`config.mk`:
```
export PLATFORM = sky130hd
export DESIGN_NAME = rans_byte_encoder_top
export DESIGN_NICKNAME = d
export VERILOG_FILES = /design/src/hdl/rbe_pkg.sv /design/src/hdl/rbe_mul.sv /design/src/hdl/rans_byte_encoder_top.sv
export SDC_FILE = /design/constraint.sdc
export NUM_CORES = 2
export LEC_CHECK = 0
export BUFFER_PORTS_ARGS = -buffer_cell sky130_fd_sc_hd__buf_2
export CELL_PAD_IN_SITES_DETAIL_PLACEMENT = 2
export CELL_PAD_IN_SITES_GLOBAL_PLACEMENT = 2
export CORE_MARGIN = 2
export CORE_UTILIZATION = 46
export CTS_BUF_LIST = sky130_fd_sc_hd__clkbuf_4
export DETAILED_ROUTE_END_ITERATION = 7
export PLACE_DENSITY = 0.95
export RECOVER_POWER = 25
export SLEW_MARGIN = 20
export SYNTH_ARGS = -nofsm -noshare
export SYNTH_HDL_FRONTEND = slang
export SYNTH_SLANG_ARGS = --single-unit
```
`constraint.sdc`:
```
create_clock -name clk -period 19 [get_ports clk]
set_input_delay 2.85 -clock clk [delete_from_list [all_inputs] [get_ports clk]]
set_output_delay 2.85 -clock clk [all_outputs]
set_load 0.005 [all_outputs]
```
`src/hdl/rbe_pkg.sv`:
```
`default_nettype none

package rbe_pkg;

  // Fixed widths of the coder state and of the transaction fields.
  localparam int STATE_W    = 24;
  localparam int BYTE_W     = 8;
  localparam int KIND_W     = 2;
  localparam int FREQ_W     = 11;
  localparam int RECIP_W    = 32;
  localparam int CUM_W      = 10;
  localparam int WORD_W     = 32;
  localparam int PRODUCT_W  = STATE_W + RECIP_W;

  // Defaults for the top-level parameters.
  localparam int PROB_BITS_DEF      = 10;
  localparam int LOW_BOUND_BITS_DEF = 16;

  // Item kinds; the fourth code is ignored.
  typedef enum logic [KIND_W-1:0] {
    KIND_SYMBOL = 2'd0,
    KIND_BIT    = 2'd1,
    KIND_FLUSH  = 2'd2
  } kind_t;

  typedef enum logic [2:0] {
    ST_IDLE,
    ST_RENORM,
    ST_MUL_Q,
    ST_MUL_QF,
    ST_CORR,
    ST_UPDATE,
    ST_FLUSH
  } seq_state_t;

endpackage

`default_nettype wire

```
`src/hdl/rbe_mul.sv`:
```
`default_nettype none

module rbe_mul (
  input  wire logic                          clk,
  input  wire logic [rbe_pkg::STATE_W-1:0]   mul_a,
  input  wire logic [rbe_pkg::RECIP_W-1:0]   mul_b,
  output logic      [rbe_pkg::PRODUCT_W-1:0] product
);

  import rbe_pkg::*;

  // Shared 24 x 32 multiplier with a registered product.
  always_ff @(posedge clk) begin
    product <= PRODUCT_W'(mul_a) * PRODUCT_W'(mul_b);
  end

endmodule

`default_nettype wire

```
`src/hdl/rans_byte_encoder_top.sv`:
```
`default_nettype none

// Channel  Direction  Handshake            Payload
// input    in         in_valid / in_stall  kind, freq, recip, cum_freq, bit_value
// output   out        out_valid / out_stall out_byte, last
//
// One input transaction is taken at a time; in_stall is high from acceptance until
// the coder state has been updated. A symbol is renormalized and then passes through
// the dependent multiply, multiply-subtract and correction that reuse the one
// multiplier in rbe_mul; a bit item is renormalized, and a flush emits 3 bytes.
// Every emitted byte waits for a free output register, so out_stall holds the
// transaction back. Reset is synchronous and loads the coder state with
// 2^LOW_BOUND_BITS.

module rans_byte_encoder_top #(
  parameter int PROB_BITS      = rbe_pkg::PROB_BITS_DEF,
  parameter int LOW_BOUND_BITS = rbe_pkg::LOW_BOUND_BITS_DEF
) (
  input  wire logic                          clk,
  input  wire logic                          rst,
  input  wire logic                          in_valid,
  output logic                               in_stall,
  input  wire logic [rbe_pkg::KIND_W-1:0]    kind,
  input  wire logic [rbe_pkg::FREQ_W-1:0]    freq,
  input  wire logic [rbe_pkg::RECIP_W-1:0]   recip,
  input  wire logic [rbe_pkg::CUM_W-1:0]     cum_freq,
  input  wire logic                          bit_value,
  output logic                               out_valid,
  input  wire logic                          out_stall,
  output logic      [rbe_pkg::BYTE_W-1:0]    out_byte,
  output logic                               last
);

  import rbe_pkg::*;

  // Renormalization shift: the symbol bound is freq << RENORM_SHIFT.
  localparam int RENORM_SHIFT = LOW_BOUND_BITS + BYTE_W - PROB_BITS;
  // Bound for an equiprobable bit, whose frequency is half the total.
  localparam logic [WORD_W-1:0] BIT_UPPER = WORD_W'(1) << (LOW_BOUND_BITS + BYTE_W - 1);
  localparam logic [STATE_W-1:0] INIT_STATE = STATE_W'(1) << LOW_BOUND_BITS;
  localparam logic [STATE_W-1:0] HALF_FREQ  = STATE_W'(1) << (PROB_BITS - 1);
  localparam logic [STATE_W-1:0] LOW_MASK   = HALF_FREQ - STATE_W'(1);

  seq_state_t state, state_next;

  // The coder state is renormalized in place, so one register serves as the
  // working copy during a transaction.
  logic [STATE_W-1:0] cst, cst_next;
  logic [1:0]         cnt, cnt_next;

  // Captured fields of the transaction in progress.
  logic [KIND_W-1:0]  kind_r;
  logic [FREQ_W-1:0]  freq_r;
  logic [RECIP_W-1:0] recip_r;
  logic [CUM_W-1:0]   cum_r;
  logic               bit_r;
  logic [WORD_W-1:0]  upper_r;

  // Quotient and remainder across the divide steps.
  logic [STATE_W-1:0] q_r, q_next;
  logic [WORD_W-1:0]  r_r, r_next;

  logic [STATE_W-1:0]   mul_a;
  logic [RECIP_W-1:0]   mul_b;
  logic [PRODUCT_W-1:0] product;

  logic               in_acc;
  logic               out_free;
  logic               emit;
  logic [BYTE_W-1:0]  emit_byte;
  logic               emit_last;

  logic [STATE_W-1:0] cst_shift;
  logic [STATE_W-1:0] bit_st;
  logic [STATE_W-1:0] q_shift;
  logic [WORD_W-1:0]  r_raw;
  logic               renorm_go;
  logic               corr;

  assign in_stall = (state != ST_IDLE);
  assign in_acc   = in_valid && !in_stall;
  assign out_free = !out_valid || !out_stall;

  assign cst_shift = cst >> BYTE_W;
  assign renorm_go = (cnt != 2'd2) && ({8'b0, cst} >= upper_r);

  // Bit coding inserts the bit at position PROB_BITS-1 and moves the upper part up.
  assign bit_st  = ((cst >> (PROB_BITS - 1)) << PROB_BITS) | (cst & LOW_MASK) |
                   (bit_r ? HALF_FREQ : '0);
  assign q_shift = q_r << PROB_BITS;

  rbe_mul u_mul (
    .clk     (clk),
    .mul_a   (mul_a),
    .mul_b   (mul_b),
    .product (product)
  );

  always_ff @(posedge clk) begin
    if (rst) begin
      state <= ST_IDLE;
      cst   <= INIT_STATE;
      cnt   <= 2'd0;
    end else begin
      state <= state_next;
      cst   <= cst_next;
      cnt   <= cnt_next;
    end
  end

  always_ff @(posedge clk) begin
    q_r <= q_next;
    r_r <= r_next;
    if (in_acc) begin
      kind_r  <= kind;
      freq_r  <= freq;
      recip_r <= recip;
      cum_r   <= cum_freq;
      bit_r   <= bit_value;
      upper_r <= (kind == KIND_SYMBOL) ? (WORD_W'(freq) << RENORM_SHIFT) : BIT_UPPER;
    end
  end

  always_comb begin
    state_next = state;
    cst_next   = cst;
    cnt_next   = cnt;
    q_next     = q_r;
    r_next     = r_r;
    mul_a      = cst;
    mul_b      = recip_r;
    emit       = 1'b0;
    emit_byte  = cst[BYTE_W-1:0];
    emit_last  = 1'b0;
    r_raw      = {8'b0, cst} - product[WORD_W-1:0];
    corr       = 1'b0;
    case (state)
      ST_IDLE: begin
        cnt_next = 2'd0;
        if (in_valid) begin
          case (kind)
            KIND_SYMBOL, KIND_BIT: state_next = ST_RENORM;
            KIND_FLUSH:            state_next = ST_FLUSH;
            default:               state_next = ST_IDLE;
          endcase
        end
      end
      ST_RENORM: begin
        if (renorm_go) begin
          if (out_free) begin
            emit      = 1'b1;
            // Last unless a second byte will follow from the shifted state.
            emit_last = !((cnt == 2'd0) && ({8'b0, cst_shift} >= upper_r));
            cst_next  = cst_shift;
            cnt_next  = cnt + 2'd1;
          end
        end else if (kind_r == KIND_SYMBOL) begin
          state_next = ST_MUL_Q;
        end else begin
          cst_next   = bit_st;
          state_next = ST_IDLE;
        end
      end
      ST_MUL_Q: begin
        mul_a      = cst;
        mul_b      = recip_r;
        state_next = ST_MUL_QF;
      end
      ST_MUL_QF: begin
        q_next     = product[PRODUCT_W-1:RECIP_W];
        mul_a      = product[PRODUCT_W-1:RECIP_W];
        mul_b      = RECIP_W'(freq_r);
        state_next = ST_CORR;
      end
      ST_CORR: begin
        corr       = (r_raw >= WORD_W'(freq_r));
        q_next     = q_r + STATE_W'(corr);
        r_next     = r_raw - (corr ? WORD_W'(freq_r) : '0);
        state_next = ST_UPDATE;
      end
      ST_UPDATE: begin
        cst_next   = q_shift + r_r[STATE_W-1:0] + STATE_W'(cum_r);
        state_next = ST_IDLE;
      end
      ST_FLUSH: begin
        if (out_free) begin
          emit      = 1'b1;
          emit_last = (cnt == 2'd2);
          cnt_next  = cnt + 2'd1;
          if (cnt == 2'd2) begin
            cst_next   = INIT_STATE;
            state_next = ST_IDLE;
          end else begin
            cst_next = cst_shift;
          end
        end
      end
      default: begin
        state_next = ST_IDLE;
      end
    endcase
  end

  // Output register: holds one byte transaction until the consumer takes it.
  always_ff @(posedge clk) begin
    if (rst) begin
      out_valid <= 1'b0;
    end else if (emit) begin
      out_valid <= 1'b1;
    end else if (!out_stall) begin
      out_valid <= 1'b0;
    end
  end

  always_ff @(posedge clk) begin
    if (emit) begin
      out_byte <= emit_byte;
      last     <= emit_last;
    end
  end

  a_emit_free: assert property (@(posedge clk) disable iff (rst)
    emit |-> (!out_valid || !out_stall))
    else $error("byte emitted over a pending output transaction");

  a_renorm_count: assert property (@(posedge clk) disable iff (rst)
    (state == ST_RENORM) |-> (cnt != 2'd3))
    else $error("more than two renormalization bytes");

  a_flush_reload: assert property (@(posedge clk) disable iff (rst)
    ($past(state) == ST_FLUSH && state == ST_IDLE) |-> (cst == INIT_STATE))
    else $error("flush did not reload the initial state");

  a_flush_last: assert property (@(posedge clk) disable iff (rst)
    (state == ST_FLUSH && emit && emit_last) |=> (state == ST_IDLE))
    else $error("flush did not end on its last byte");

endmodule

`default_nettype wire

```
# Word-level counts from Yosys, hierarchy flattened
# Cells that the tools add are included.
[classes]
addsub = 6
n_mul = 1
div_mod_pow = 0
n_lt_le_gt_ge = 3
n_eq_ne = 18
shift = 0
n_mux = 30
bitwise_logic = 2
reduce_logical = 20
[ops]
columns = ["operator", "count"]
rows = [
  ["$mux 24", 5],
  ["$pmux 24 s3", 1],
  ["$mul 24x32->56", 1],
  ["$pmux 24 s2", 1],
  ["$ge 16x32->1", 1],
  ["$ge 24x32->1", 1],
  ["$ge 32x11->1", 1],
  ["$mux 32", 1],
  ["$sub 24x32->32", 1],
  ["$add 24x1->24", 1],
  ["$add 24x10->24", 1],
  ["$add 24x24->24", 1],
  ["$or 24x10->24", 1],
  ["$or 24x9->24", 1],
  ["$sub 24x11->24", 1],
  ["$pmux 3 s6", 1],
  ["$mux 17", 1],
  ["$mux 3", 4],
  ["$ne 2x2->1 const B", 6],
  ["$mux 11", 1],
  ["$mux 10", 1],
  ["$eq 3x3->1 const B", 3],
  ["$reduce_bool 3->1", 3],
  ["$reduce_and 4->1", 2],
  ["20 further kinds", 39],
]
[totals]
register_bits = 231
latch_bits = 0
mem_bits_rw = 0
mem_bits_ro = 0
inputBits = 60
out_inout_bits = 11
memories = 0

# Logic depth before layout (Yosys ltp)
[depth]
depth_word = 6
mapped_depth = 32
depth_no_buf = 30

# By module
# From an unflattened synthesis, not the netlist that was laid out.
[unflattened]
hier_cells = 3933
area_unflattened_um2 = 35972.0
[by_module_without_submodules]
columns = ["mod", "instances", "cells_each", "area_per_inst_um2", "seq_area_each_um2"]
rows = [
  ["rbe_mul", 1, 2880, 25942.4, 1121.1],
  ["rans_byte_encoder_top", 1, 1053, 10029.6, 4023.9],
]

# Worst setup path before layout
# Ideal clock, no wire load.
[synth_timing]
path_type = "register to register"
from = "reg state[0]"
to = "reg u_mul.product[53] (netlist bit)"
setup_time_ps = 120
arrival_ps = 7628
setup_slack_ps = 11251
stages_incl_launch_ff = 30
path_buffers = 3
synth_period_minus_slack_ps = 7749
path_cell_list = "dfxtp_1 > inv_1 > nor2_1 > and2_0 > buf_1 > clkbuf_1 > a21o_1 > nand2_1 > fa_1 > inv_1 > fa_1 > inv_1 > fa_1 > inv_1 > fa_1 > fa_1 > fa_1 > inv_1 > fa_1 > inv_1 > ha_1 > buf_2 > a21oi_2 > o21ai_0 > or4_1 > o21ai_1 > a21oi_1 > a211oi_2 > o221ai_1 > xnor2_1"
[synth_between]
elab_chain_len = 3
word_cells_on_any_way = 4
classes_between = "mul: 1; eq/ne: 1; mux: 2"
[synth_rtl]
columns = ["item", "line_no", "text"]
rows = [
  ["from (decl)", "rans_byte_encoder_top.sv:44", "seq_state_t state, state_next;"],
  ["from (signal assigned)", "rans_byte_encoder_top.sv:105", "state <= state_next;"],
  ["$eq 3x2->1 *", "rans_byte_encoder_top.sv:137", "case (state)"],
  ["$mux 24 or $mux 32 (tied branches)", "rans_byte_encoder_top.sv:137", ""],
  ["$mul 24x32->56 *", "rbe_mul.sv:14", "product <= PRODUCT_W'(mul_a) * PRODUCT_W'(mul_b);"],
  ["to (signal assigned)", "rbe_mul.sv:14", ""],
  ["to (decl)", "rbe_mul.sv:7", "output logic [rbe_pkg::PRODUCT_W-1:0] product"],
]
# Every way passes the cells marked *; elsewhere a longest branch is shown, timed or not.
# A chain may end at the register's enable or synchronous reset.

# Worst setup path after layout
[layout_timing]
from = "reg state[2]"
to = "reg u_mul.product[53] (netlist bit)"
# The elaborated chain is that of the path after synthesis.

==> results.md <==
Cells and area:
- The final layout net count is 5021.
- The post-synthesis to final-layout area growth is 4.749%.
- Of the cells placed in the final design, the portion with a size suffix greater than 1 is 0.06253.
- Summing all non-filler instances in the final layout gives an area of 38360 µm².
- The count of non-filler cells in the finished layout is 5108.

Clock tree:
- In this run, CTS created clock tree buffers numbering 17.
- Clock tree synthesis selected as its root buffer the cell clkbuf_4.
- Clock-pin slew was measured on the worst setup and hold paths at 0.28 ns.
- In this run the post-CTS setup repair buffer count came out at 0.
- For this design, the CTS-stage hold fixing added 0 buffers.
- The sink count of the clock tree is 200.
- The TritonCTS clock tree is built.
- The post-cts gate resize count is 0.
- The later pin in the worst-skew pair is clocked with a latency of 0.95 ns.
- The clock tree buffer depth is 2.
- The depth of the CTS H-tree is 4.

Pwr:
- Across the VDD grid, the largest voltage drop is 0.0001383 V.
- The overall power consumption is 0.006832 W.
- The internal power component is 0.002629 W.
- The part of the total power dissipated in sequential elements is 0.109.
- Summed over all nets, the switching power comes to 0.004203 W.
- Power spread over the standard cell area amounts to between 150 and 200 nW/µm².
- Of the total power, the share spent switching nets is 0.6152.
- The share of total power dissipated in combinational logic is 0.842.
- The part of the total power dissipated in the clock network is 0.048.
- The reported leakage power is 19.29 nW.

Global routing:
- The via count of the first global-routing pass came to 39.64k.
- For this run, the total global-route usage over all layers was measured as 0.4639.
- The number of antenna violations at the first check in global routing is 14.
- The first-pass GRT wire length is approximately 270 mm.
- The total overflow left after global routing is 0.
- Entering global routing, the biggest net connects 82 pins.

Synthesis:
- Yosys attributes the largest share of cell area to fa_1 36%, edfxtp_1 9.3%, ha_1 9.1%.
- For this run, the number of Yosys warnings is 0.
- In this run, synthesis inferred 114 flip-flops with an integrated enable.
- Counting flops and latches in the post-synthesis netlist gives 200.
- The number of instances in the synthesized netlist is 4089.
- The fraction of the yosys area taken by sequential cells is 0.1405.
- The portion of synthesized cell area occupied by the leading cell type is 0.3613.
- Synthesis instantiated 101 different standard cells from the library.
- The average size of a mapped cell is 8.957 µm².
- fa_1 takes more of the synthesized area than any other cell.
- The post-synth net total is about 5.1k.
- The area of the mapped netlist is 36620 µm².
- Among all flip-flop cells after synthesis, the most frequent one is edfxtp_1.
- Counting flops with an async set or reset pin after synthesis yields a share of 0.

STA:
- Derived from the worst setup path, the maximum achievable clock frequency is slightly above 90 MHz.
- The headroom to the max-slew limit is -0.9621.
- Across the routed clock network, the largest skew measured is between 0.1 and 0.15 ns.
- The measured slew at the worst slew-check pin is 2.943 ns.
- The final sum of negative setup slack is 0 ns.
- The final number of setup-violating endpoints is 0.
- Setup repair after global routing left no endpoint under its margin.
- The final hold violation count is 0.
- The smallest clock period supported by the final layout is computed as between 10 and 15 ns.
- Dividing the final minimum period by the clock period gives 0.5789.
- The final number of max-transition violations came to roughly 150.
- The final hold slack is about 0.52 ns.

Status:
- The run finished, with violations left.
- The checks that failed: max-capacitance violations, max-slew violations.

Setup path:
- Data on the critical path arrives at its endpoint at 11.78 ns.
- The critical path is of the flop to flop type.
- The kind of launch point of the worst setup path is a flop.
- The worst setup path is captured at a flop.
- The maximum net fanout on the critical path is 71.
- STA puts the critical path data required time at 19.78 ns.

Route:
- The DRC violation count after routing is 0.
- The routed length on met2 is 87.58 mm.
- The routed design has 187.9 mm of wire.
- The overall via count from detail_route is 33.86k.
- The mean number of vias per cell is 6.629.
- For this run, the detailed router's first-pass iteration total came to 6.
- Once detail routing completed, the nets flagged for antenna violations numbered 0.
- The wire length per cell after detailed routing is 36.78 µm.
- The length of routed met3 wiring is 19.09 mm.
- The wire length the detailed router placed on met1 is 60.78 mm.
- The detailed router used layers up to and including met5.
- The detailed router finished its first iteration with 3471 violations.

Job:
- The reported max-cap violation count is 5.

Floorplanning:
- For this configuration, the core starts out at a cell density of 0.4644.
- The die is 286.2 µm tall.
- The total number of placement rows is 103.
- The die outline area is slightly above 80000 µm².
- From left edge to right edge, the die measures 286.2 µm.
- The top-level I/O count is 71.
- The core region is between 70000 and 80000 µm².

Placement:
- The global placer's final weighted congestion is 0.9673.
- Once placement finished, the instance area stood at 38020 µm².
- The HPWL reported at the end of detailed placement is 141.9 mm.
- Including well taps, the total number of placed cells is about 5.1k.
- The total of buffers placed on input and output ports is 70.

Hold path:
- The tightest min-delay check is of the flop to flop type.
==> logic make-up after synthesis <==
group           Yosys count  synth area share
simple gates           1310            0.1754
buf+inv                1030            0.1077
fa+ha+maj               928            0.4525
compound gates          478           0.08852
flops                   200            0.1405
xor+xnor                114           0.02726
mux                      29          0.008097
==> final cells by class <==
| cell class | instances | area, µm² |
|---|---|---|
| diodes | 12 | 30.03 |
| fillers | 8458 | 40510 |
| inverters | 802 | 3010 |
| flip-flops and latches | 200 | 5145 |
| well taps | 1050 | 1314 |
| repair buffers | 153 | 930.9 |
| clock inverters | 15 | 227.7 |
| clock buffers | 17 | 127.6 |
| multi-input cells | 2859 | 27580 |
==> routing by layer <==
layer  vias to the layer above  track usage
met4                        12       0.4161
met5                         -            0
li1                      12830            -
met1                     17317       0.4923
met2                      2510       0.7443
met3                      1192       0.1445
==> stage by stage <==
| stage | worst slack [ns] | util |
|---|---|---|
| 2_1_floorplan | 11.25 | - |
| 3_3_place_gp | 9.478 | 0.4820 |
| 3_5_place_dp | 8.720 | 0.4820 |
| 4_1_cts | 8.339 | 0.4865 |
| 5_1_grt | 7.802 | 0.4862 |
| 6_report | 8.000 | 0.4864 |
==> worst max-delay path, cell delays in order, from the launching register on <==
cell,delay [ns]
dfxtp_1,0.67
nor2_1,0.20
nand2_4,0.70
buf_4,0.62
and2_1,0.86
a21o_1,0.44
nand2_1,0.16
fa_1,0.58
inv_1,0.14
fa_1,0.92
fa_1,0.56
fa_1,0.55
fa_1,0.45
fa_1,0.52
inv_1,0.06
fa_1,0.51
inv_1,0.07
ha_1,0.39
a21oi_1,0.27
o21ai_0,0.19
or4_1,0.55
o21ai_1,0.31
a21oi_1,0.22
a211oi_2,0.49
o221ai_1,0.23
xnor2_1,0.16
==> sequential cells by signal (all words and copies together) (netlist names), 10 cells and up <==
register,count
r_r,24
cst,24
freq_r,11
recip_r,32
u_mul.product,56
upper_r,11
q_r,14
cum_r,10
==> layout by cell type, fill, tap and decap left out, types with 14 or more instances in the layout <==
master,synthesis,routed
inv_1,802,802
fa_1,661,661
nand2_1,441,440
and3_1,290,290
nor2_1,270,269
ha_1,267,267
a21oi_1,154,150
edfxtp_1,114,114
dfxtp_1,86,86
buf_4,3,77
xnor2_1,69,69
a21o_1,59,59
o21ai_0,58,57
nand3_1,55,55
buf_2,17,54
and2_1,54,53
xor2_1,45,45
nor3_1,42,42
a211oi_1,24,24
or2_2,23,23
clkbuf_1,195,22
nand4_1,21,21
mux2i_1,24,21
nor2b_1,19,19
nand2b_1,17,17
o21bai_1,17,17
clkbuf_4,0,17
nor4_1,15,15
o21ai_1,14,15
o211ai_1,14,14
a31oi_1,14,14
==> final timing paths <==
| kind | startpoint | to | slack (ns) | cells after the start |
|---|---|---|---|---|
| worst max-delay path | state[2]$_SDFFE_PP0P_ | u_mul.product[53]$_DFF_P_ | 8.00 | 25 |
| worst min register to register | cnt[0]$_SDFFE_PP0P_ | cnt[0]$_SDFFE_PP0P_ | 0.52 | 2 |
| worst min-delay path | cnt[0]$_SDFFE_PP0P_ | cnt[0]$_SDFFE_PP0P_ | 0.52 | 2 |
| worst max register to register | state[2]$_SDFFE_PP0P_ | u_mul.product[53]$_DFF_P_ | 8.00 | 25 |
==> synthesized netlist by cell type, types with 15 or more instances <==
cell type and instances:
o21ai_0 58, xnor2_1 69, nor2b_1 19, ha_1 267, nand4_1 21, edfxtp_1 114
inv_1 802, a211oi_1 24, nor2_1 270, clkbuf_1 195, a21o_1 59, or2_2 23
xor2_1 45, nor3_1 42, dfxtp_1 86, fa_1 661, and2_1 54, o21bai_1 17
nand2_1 441, nand2b_1 17, mux2i_1 24, nor4_1 15, a21oi_1 154, and3_1 290
nand3_1 55, buf_2 17
==> power by group through the flow <==
stage	Clock (W)	Sequential [W]	Combinational, W
2_1_floorplan	0	0.000667	0.00332
3_3_place_gp	0	0.000729	0.00461
3_5_place_dp	0	0.000740	0.00528
4_1_cts	0.000322	0.000735	0.00548
5_1_grt	0.000340	0.000745	0.00602
6_report	0.000331	0.000748	0.00575
No activity file was read; power rests on OpenSTA's default activity.
